$ cat config.mk
export PLATFORM = sky130hd
export DESIGN_NAME = visr_ctrl
export DESIGN_NICKNAME = d
export VERILOG_FILES = /design/src/rtl/core/visr_pkg.sv /design/src/rtl/core/visr_ctrl.sv
export SDC_FILE = /design/constraint.sdc
export NUM_CORES = 1
export LEC_CHECK = 0
export ABC_AREA = 1
export BUFFER_PORTS_ARGS = -buffer_cell sky130_fd_sc_hd__buf_2
export CAP_MARGIN = 40
export CORE_ASPECT_RATIO = 0.5
export CORE_MARGIN = 1.5
export CORE_UTILIZATION = 50
export CTS_CLUSTER_SIZE = 20
export DETAILED_ROUTE_END_ITERATION = 10
export PLACE_DENSITY_LB_ADDON = 0.1
export SKIP_LAST_GASP = 1
export SYNTH_ARGS = -nofsm -noshare
export SYNTH_HDL_FRONTEND = slang
export SYNTH_SLANG_ARGS = --single-unit
$ cat constraint.sdc
create_clock -name clk -period 4.8 [get_ports clk]
set_clock_uncertainty 0.2 [all_clocks]
set_input_delay 0.48 -clock clk [delete_from_list [all_inputs] [get_ports clk]]
set_output_delay 0.48 -clock clk [all_outputs]
set_load 0.02 [all_outputs]
$ cat src/rtl/core/visr_pkg.sv
// Package for the importance split and roulette block.
// Holds item kinds, result actions and shared command/status types.
`default_nettype none
package visr_pkg;
	localparam int WeightW = 32;
	localparam int ValW = 32;
	localparam int RndW = 24;
	localparam int CrdW = 6;

	typedef enum logic [1:0] {
		KIND_LOAD = 2'd0,
		KIND_CROSS = 2'd1,
		KIND_OTHER = 2'd2,
		KIND_SPARE = 2'd3
	} kind_t;

	typedef enum logic [1:0] {
		ACT_SAME = 2'd0,
		ACT_PARENT = 2'd1,
		ACT_KILL = 2'd2,
		ACT_COPY = 2'd3
	} act_t;

	localparam logic [0:0] REG_COUNT_Y = 1'b0;
	localparam logic [0:0] REG_COUNT_Z = 1'b1;

	// Commands from the controller to the datapath.
	typedef struct packed {
		logic capture;    // latch the input word
		logic idx_calc;   // compute both voxel indexes
		logic rd_pre;     // issue table read for pre voxel
		logic rd_post;    // issue table read for post voxel
		logic lat_pre;    // latch pre read data
		logic lat_post;   // latch post read data
		logic div_start;  // start the divider with operands chosen by div_sel
		logic [1:0] div_sel; // 0 post/pre, 1 weight/n, 2 weight*pre/post
		logic mul_start;  // form 64-bit products
		logic lat_n;      // latch split count from quotient
		logic lat_w;      // latch weight from quotient
	} visr_cmd_t;

	localparam logic [1:0] DIV_RATIO = 2'd0;
	localparam logic [1:0] DIV_SPLIT = 2'd1;
	localparam logic [1:0] DIV_SURV = 2'd2;

	typedef struct packed {
		logic div_done;
		logic pre_zero;
		logic post_gt;
		logic kill;
		logic post_zero;
		logic clearing;   // table clearing pass after reset is running
	} visr_sts_t;
endpackage
`default_nettype wire

$ cat src/rtl/core/visr_ctrl.sv
// Controller state machine: sequences lookups, divisions and result words.
// Depends on visr_pkg.
`default_nettype none
module visr_ctrl import visr_pkg::*; (
	input wire logic clk,
	input wire logic arst_n,
	input wire logic in_valid,
	output logic in_stall,
	input wire logic [1:0] in_kind,
	output visr_cmd_t cmd,
	input wire visr_sts_t sts,
	input wire logic [6:0] split_n,
	input wire logic [WeightW-1:0] weight_in,
	input wire logic [WeightW-1:0] res_w,
	output logic tbl_we,
	output logic out_valid,
	input wire logic out_stall,
	output logic [1:0] action,
	output logic [WeightW-1:0] new_weight,
	output logic last
);
	typedef enum logic [10:0] {
		S_IDLE = 11'b00000000001,
		S_IDX  = 11'b00000000010,
		S_RDP  = 11'b00000000100,
		S_RDQ  = 11'b00000001000,
		S_LATQ = 11'b00000010000,
		S_DEC  = 11'b00000100000,
		S_DIVR = 11'b00001000000,
		S_DIVS = 11'b00010000000,
		S_DIVW = 11'b00100000000,
		S_EMIT = 11'b01000000000,
		S_WAIT = 11'b10000000000
	} state_t;

	state_t st_q, st_d;
	logic [6:0] cnt_q;
	logic ov_q;
	logic [1:0] act_q;
	logic [WeightW-1:0] w_q;
	logic last_q;
	logic take;
	logic o_free;
	logic emit;
	logic [1:0] e_act;
	logic [WeightW-1:0] e_w;
	logic e_last;

	assign take = in_valid && !in_stall;
	assign o_free = !ov_q || !out_stall;
	assign in_stall = (st_q != S_IDLE) || ov_q || sts.clearing;
	assign tbl_we = take && (in_kind == KIND_LOAD);
	assign out_valid = ov_q;
	assign action = act_q;
	assign new_weight = w_q;
	assign last = last_q;

	// Next state and command decode.
	always_comb begin
		st_d = st_q;
		cmd = '0;
		emit = 1'b0;
		e_act = ACT_SAME;
		e_w = weight_in;
		e_last = 1'b1;
		unique case (st_q)
			S_IDLE: begin
				if (take) begin
					cmd.capture = 1'b1;
					if (in_kind == KIND_CROSS) st_d = S_IDX;
					else if (in_kind != KIND_LOAD) st_d = S_WAIT;
				end
			end
			S_WAIT: begin
				emit = 1'b1;
				st_d = S_IDLE;
			end
			S_IDX: begin cmd.idx_calc = 1'b1; st_d = S_RDP; end
			S_RDP: begin cmd.rd_pre = 1'b1; st_d = S_RDQ; end
			S_RDQ: begin cmd.rd_post = 1'b1; cmd.lat_pre = 1'b1; st_d = S_LATQ; end
			S_LATQ: begin cmd.lat_post = 1'b1; st_d = S_DEC; end
			S_DEC: begin
				cmd.mul_start = 1'b1;
				if (sts.pre_zero) begin
					emit = 1'b1; st_d = S_IDLE;
				end else if (sts.post_gt) begin
					cmd.div_start = 1'b1; cmd.div_sel = DIV_RATIO; st_d = S_DIVR;
				end else begin
					st_d = S_DIVW;
				end
			end
			S_DIVR: begin
				cmd.div_sel = DIV_RATIO;
				if (sts.div_done) begin cmd.lat_n = 1'b1; st_d = S_DIVS; end
			end
			S_DIVS: begin
				cmd.div_sel = DIV_SPLIT;
				if (cnt_q == 7'd0) cmd.div_start = 1'b1;
				else if (sts.div_done) begin cmd.lat_w = 1'b1; st_d = S_EMIT; end
			end
			S_DIVW: begin
				cmd.div_sel = DIV_SURV;
				if (cnt_q == 7'd0) begin
					if (sts.kill) begin
						emit = 1'b1; e_act = ACT_KILL; e_w = '0; st_d = S_IDLE;
					end else if (sts.post_zero) begin
						emit = 1'b1; e_act = ACT_PARENT; e_w = '1; st_d = S_IDLE;
					end else cmd.div_start = 1'b1;
				end else if (sts.div_done) begin
					cmd.lat_w = 1'b1; st_d = S_EMIT;
				end
			end
			S_EMIT: begin
				if (o_free) begin
					emit = 1'b1;
					e_w = res_w;
					if (cnt_q == 7'd0) e_act = ACT_PARENT;
					else e_act = ACT_COPY;
					e_last = (cnt_q + 7'd1 >= split_n);
					if (e_last) st_d = S_IDLE;
				end
			end
			default: st_d = S_IDLE;
		endcase
		if ((st_q == S_WAIT || st_q == S_DEC || st_q == S_DIVW) && !o_free) begin
			emit = 1'b0;
		end
	end

	// State, sub-step counter and output register.
	always_ff @(posedge clk or negedge arst_n) begin
		if (!arst_n) begin
			st_q <= S_IDLE;
			cnt_q <= 7'd0;
			ov_q <= 1'b0;
		end else begin
			st_q <= st_d;
			if (st_q != st_d) cnt_q <= 7'd0;
			else if (st_q == S_DIVS || st_q == S_DIVW || (st_q == S_EMIT && emit))
				cnt_q <= cnt_q + 7'd1;
			if (emit) ov_q <= 1'b1;
			else if (!out_stall) ov_q <= 1'b0;
		end
	end

	always_ff @(posedge clk) begin
		if (emit) begin
			act_q <= e_act;
			w_q <= e_w;
			last_q <= e_last;
		end
	end
endmodule
`default_nettype wire

==> impl_metrics.toml, run 1 <==
[timing]
hold_violations = 0
rsz0062_at_grt = "no"
tightest_slew_ps = 622.4
setup_violations = 0
max_freq_mhz = 374.2
fin_crit_sh = 0.5568
relSlewSlack = 0.5835
report.final.slew_viol_count = 0
min_period_ps = 2673
final.setup.tns_ps = 0
fin_ws_ps = 2127

[floorplan]
die_y_um = 60.52
die_w_um = 118.0
start_util = 0.5309
ios = 133
core_um2 = 6231
dieArea_um2 = 7143
rows = 20

[synthesis]
synth-seq-cells = 54
synth.distinct_cells = 37
synth_seq_area_share = 0.4618
syn_nets = 492
synth_edf_count = 35
yosys_warnings = 0
netlist_instances = 400
synth-main-ff-cell = "edfxtp_1"
async_reset_ff_frac = 0.3519
synthesis.area_um2 = 3308
avgSynthCellArea_um2 = 8.270

[worst_setup_path]
cp.arrival_ps = 2470
slowest_delay_ps = 430
crit_family = "simple AND/OR/NAND/NOR gates"
worstPathRequired_ps = 4600
worst-path-buf-inv = 1
slowest_stage = "nor2_8"
r2r-end = "new_weight[30]"
criticalPathCategory = "reg2reg"
crit_fanout = 37
cp-start-kind = "flip-flop"
r2r_start = "st_q[2]"
setup.worst_path.end_class = "flip-flop"
path_cells = "nor2_2, nand2_2, nor2_4, nand2_2, nor2_8, nor3_1, nor2_4, buf_12"
reg2regPathDepth = 8
rrSetupSlack_ps = 2130

[clocking]
cts_buffer_depth = 2
cts_tree = "done"
cts.sinks = 54
path_clk_slew_ps = 70
clock-root-buffer = "clkbuf_16"
cts_resized = 0
numCtsBuffers = 5
cts_setup_buffers = 0
h-tree-depth = 2
clkLatencyLatePin_ps = 290

[detailed_routing]
ant_nets = 0
wirelength_um = 7767
first_pass_iters = 4
drc = 0
drt_iter0_drc = 188
wl_per_cell_um = 12.51
vias = 2993
vias_per_cell = 4.820

[global_routing]
grt_max_degree = 38
grt_pass1_wl_um = 12500
grt-ovfl-total = 0
grt_pass1_vias = 2674
grt_usage = 0.2252
antenna_found_initial = 1

[placed_design]
io_buffers = 132
gp_congestion = 0.9340
hpwlAfterDp_um = 6050
pre_cts_ws_ps = 2119

[finish]
mostFrequentLayoutCell = "nand2_1"
synthToLayoutAreaGrowth_pct = 28.10
mostFrequentLayoutCells = "nand2_1, buf_2, inv_1, edfxtp_1, o21ai_2"
antenna_cells = 0
final_nets = 625
drive_gt1_frac = 0.3715

[power]
p_leak_nw = 2.333
total_power_w = 0.001077
irDropWorstVdd_mv = 0.1874
p_per_area_nw_per_um2 = 254.2

[hold_path]
worstHoldEndpoint = "st_q[1]"
hp-class = "in2reg"
hp-start = "in_kind[1]"
hold_depth = 2

[job]
drv_cap = 0

[status]
status = "finished, final reports clean"
[power by group]
part           internal [W]  switching [W]
registers          0.000518     0.00000786
logic             0.0000778       0.000124
clock network      0.000190       0.000160
[logic make-up after synthesis]
logic type / count (synthesis) / synth area share
AND/OR/NAND/NOR: 206 / 0.2738
buffers and inverters: 76 / 0.09909
flip-flops: 54 / 0.4618
AO/OA/AOI/OAI: 50 / 0.1180
adder cells (fa/ha/maj): 9 / 0.03404
XOR/XNOR: 5 / 0.01324
[state kept, by name (all words and copies together), names as in the netlist]
signal      flops
new_weight     32
st_q           11
cnt_q           7
action          2
last            1
out_valid       1
[worst max path at each step]
| stage | start | end | cells after the start |
|---|---|---|---|
| detailed placement | st_q[2] | new_weight[30] | 8 |
| floorplan | st_q[6] | action[0] | 7 |
| global route | cnt_q[0] | cnt_q[3] | 14 |
| CTS | st_q[2] | new_weight[30] | 8 |
| finish | st_q[2] | new_weight[30] | 8 |
| global placement | st_q[2] | new_weight[30] | 7 |
[final cells by class]
cell class              count  area [um^2]
fillers                   545         1993
flip-flops and latches     54         1528
multi-input cells         270         1465
repair buffers            136        745.7
inverters                  66        249.0
clock buffers               5        125.1
well taps                  88        110.1
clock inverters             2        15.01
[timing repair]
action,4_1_cts,5_1_grt
hold endpoints to repair,18,0
hold buffers,1,0
setup endpoints to repair,0,0
[cells in the mapped netlist, types with 4 or more instances]
cell,number,area [um^2]
nor2_1,23,86.33
nor2_2,6,37.54
xor2_1,5,43.79
edfxtp_1,35,1051
inv_1,60,225.2
o21ai_2,30,262.8
nand4_1,5,31.28
nor3_1,9,45.04
dfrtp_1,18,450.4
nand2_1,133,499.2
o21ai_0,4,20.02
o21ai_1,5,25.02
nand2_2,6,37.54
inv_2,4,15.01
nand3_1,15,75.07
ha_1,9,112.6
[routing by layer]
| metal | GRT usage | routed length (um) | part of all wire | vias up |
|---|---|---|---|---|
| li1 | - | - | - | 1545 |
| met2 | 0.3801 | 3479 | 0.45 | 115 |
| met4 | 0.04704 | 59 | 0.0076 | 2 |
| met5 | 0 | 7 | 0.00090 | - |
| met3 | 0.06673 | 596 | 0.077 | 8 |
| met1 | 0.2978 | 3624 | 0.47 | 1323 |
[metrics by stage]
stage	instance area (um^2)	utilization	hold slack [ps]	cells
after global placement	4013	0.6440	254.5	610
final	4238	0.6801	187.1	621
after global routing	4238	0.6801	199.4	621
after detailed placement	4088	0.6560	254.8	613
after floorplan	3308	-	-15.59	400
after CTS	4238	0.6801	184.8	621
No activity file was read; power rests on OpenSTA's default activity.
==> run 2, diff against run 1 <==
Settings changed: CORE_UTILIZATION 50 to 44.
Clock period 4.8 ns to 2.4 ns, I/O delays scaled along.
==> run 2 against run 1 <==
Against the previous run:
- sequential power rose by 100%
- combinational power rose by 120%
- fmax rose by 12%
- die area rose by 13%
- largest power group unchanged
- via count rose by 3.1%
- critical path depth rose by 7
- first-iteration DRC count fell by 15%
- non-clock buffer count rose by 19
- total power rose by 110%
- clock-buffer cell count did not move
- final cell count rose by 4.5%
- wire length rose by 6.4%
==> impl_metrics.toml, run 2 (synthesized netlist as in run 1, its figures left out) <==
[status]
status = "finished, final reports clean"

[detailed_routing]
wl_per_cell_um = 12.74
met2WireLength_um = 3807
drc = 0
vias_per_cell = 4.753
met1_length_um = 3825
wirelength_um = 8266
route.met3.wl_um = 571
highest_layer = "met4"
vias = 3085
first_pass_iters = 4
ant_nets = 0
drt_iter0_drc = 160

[power]
p_sw_w = 0.0006190
internal_power_w = 0.001610
p_leak_nw = 2.458
p_per_area_nw_per_um2 = 493.6
irDropWorstVdd_mv = 0.2901
switching_share = 0.2777
power.combinational.fraction = 0.201
pwr-share-seq = 0.471
pwr-share-clk = 0.328

[timing]
rsz0062_at_grt = "yes"
fin_ws_ps = 11.98
max_freq_mhz = 418.8
setup_violations = 0
relSlewSlack = 0.6689
report.final.slew_viol_count = 0
fin_crit_sh = 0.9950
tightest_slew_ps = 492.4
final.setup.tns_ps = 0
min_period_ps = 2388
hold_violations = 0

[floorplan]
core_um2 = 7295
dieArea_um2 = 8080
rows = 22
ios = 133
die_y_um = 64.32
start_util = 0.4535
die_w_um = 125.6

[worst_setup_path]
path_cells = "ha_4, nand3_4, nor3_4, xor2_1, ha_1, nand2_2, inv_2, a21oi_2, nand2_1, nand2_1, nand2_1, nand4_1, buf_6, nand2_1, inv_1"
crit_top_cell = "nand2_1"
worstPathRequired_ps = 2440
reg2regPathDepth = 15
r2r_start = "cnt_q[1]"
worst-path-buf-inv = 3
r2r-end = "cnt_q[5]"
crit_start = "cnt_q[1]"
cp-start-kind = "flip-flop"
slowest_stage = "dfrtp_1"
criticalPathCategory = "reg2reg"
crit_fanout = 7
crit_family = "simple AND/OR/NAND/NOR gates"
slowest_delay_ps = 400
rrSetupSlack_ps = 10
cp.arrival_ps = 2430
setup.worst_path.end_class = "flip-flop"

[global_routing]
grt_pass1_vias = 2734
grt_usage = 0.2044
grt_max_degree = 21
grt-ovfl-total = 0
grt_pass1_wl_um = 12990
antenna_found_initial = 0

[finish]
drive_gt1_frac = 0.4250
final_cells = 649
mostFrequentLayoutCells = "buf_2, nand2_1, inv_1, edfxtp_1, o21ai_2"
synthToLayoutAreaGrowth_pct = 36.50
final_nets = 644
largest_register_ff_count = 32
antenna_cells = 0
mostFrequentLayoutCell = "buf_2"

[clocking]
cts_tree = "done"
cts_buffer_depth = 2
path_clk_slew_ps = 70
h-tree-depth = 2
cts.sinks = 54
numCtsBuffers = 5
clkLatencyLatePin_ps = 300
clock-root-buffer = "clkbuf_16"

[hold_path]
worstHoldEndpoint = "new_weight[17]"
hp-start = "res_w[17]"
hold_depth = 3
hp-class = "in2reg"

[placed_design]
io_buffers = 132
dpl.cell_count = 633
hpwlAfterDp_um = 6265
gp_congestion = 0.8915
pre_cts_ws_ps = -68.27

[job]
drv_cap = 0
==> run 2: cell types whose count changed in the layout (fill, tap and decap cells not counted), sizes merged <==
| cell | before | now |
|---|---|---|
| clkinvlp | 2 | 0 |
| dlygate4sd3 | 1 | 5 |
| clkinv | 2 | 5 |
| buf | 135 | 150 |
==> run 2: timing repair <==
action	4_1_cts	5_1_grt
endpoints found under the hold margin	20	1
buffers inserted	1	2
hold buffers	5	1
pin swaps	1	12
gates resized for setup	0	27
setup endpoints to repair	7	39
==> run 2: power by group through the flow <==
stage	Combinational, W	Clock, W	Sequential (W)
after global placement	0.000406	0	0.00107
after CTS	0.000427	0.000748	0.00105
after floorplan	0.000215	0	0.00110
after global routing	0.000496	0.000782	0.00105
after detailed placement	0.000408	0	0.00107
final	0.000449	0.000730	0.00105
==> run 2: through the flow <==
step           instance area [um^2]  hold slack, ps  total power (W)    util
2_1_floorplan                  3316          -255.6         0.001310       -
4_1_cts                        4414           4.040         0.002225  0.6051
3_3_place_gp                   4210           8.570         0.001475  0.5772
5_1_grt                        4516           6.307         0.002330  0.6190
6_report                       4516           9.253         0.002229  0.6190
3_5_place_dp                   4210           10.75         0.001478  0.5772
==> run 2: worst reg2reg max path, cell delays in order (launching register included) <==
cell and delay [ps]:
dfrtp_1 400, ha_4 170, nand3_4 100, nor3_4 200
xor2_1 220, ha_1 290, nand2_2 100, inv_2 40
a21oi_2 100, nand2_1 70, nand2_1 70, nand2_1 60
nand4_1 80, buf_6 140, nand2_1 50, inv_1 50
==> run 2: how the worst max path moves through the flow <==
stage,endpoint,depth (start not counted)
2_1_floorplan,cnt_q[0],14
4_1_cts,cnt_q[2],15
3_3_place_gp,cnt_q[3],14
6_report,cnt_q[5],15
5_1_grt,cnt_q[5],15
3_5_place_dp,cnt_q[2],14
==> run 2: layer usage <==
| layer | up-vias | track usage |
|---|---|---|
| li1 | 1586 | - |
| met1 | 1400 | 0.2768 |
| met2 | 91 | 0.3302 |
| met3 | 8 | 0.05193 |
| met4 | 0 | 0.04972 |
| met5 | - | 0 |
==> run 2: final cells by class <==
| class | instances | area (um^2) |
|---|---|---|
| Inverter | 66 | 251.5 |
| Tap cell | 96 | 120.1 |
| Timing Repair Buffer | 155 | 924.6 |
| Clock inverter | 3 | 21.27 |
| Fill cell | 693 | 2779 |
| Sequential cell | 54 | 1528 |
| Multi-Input combinational cell | 270 | 1545 |
| Clock buffer | 5 | 125.1 |
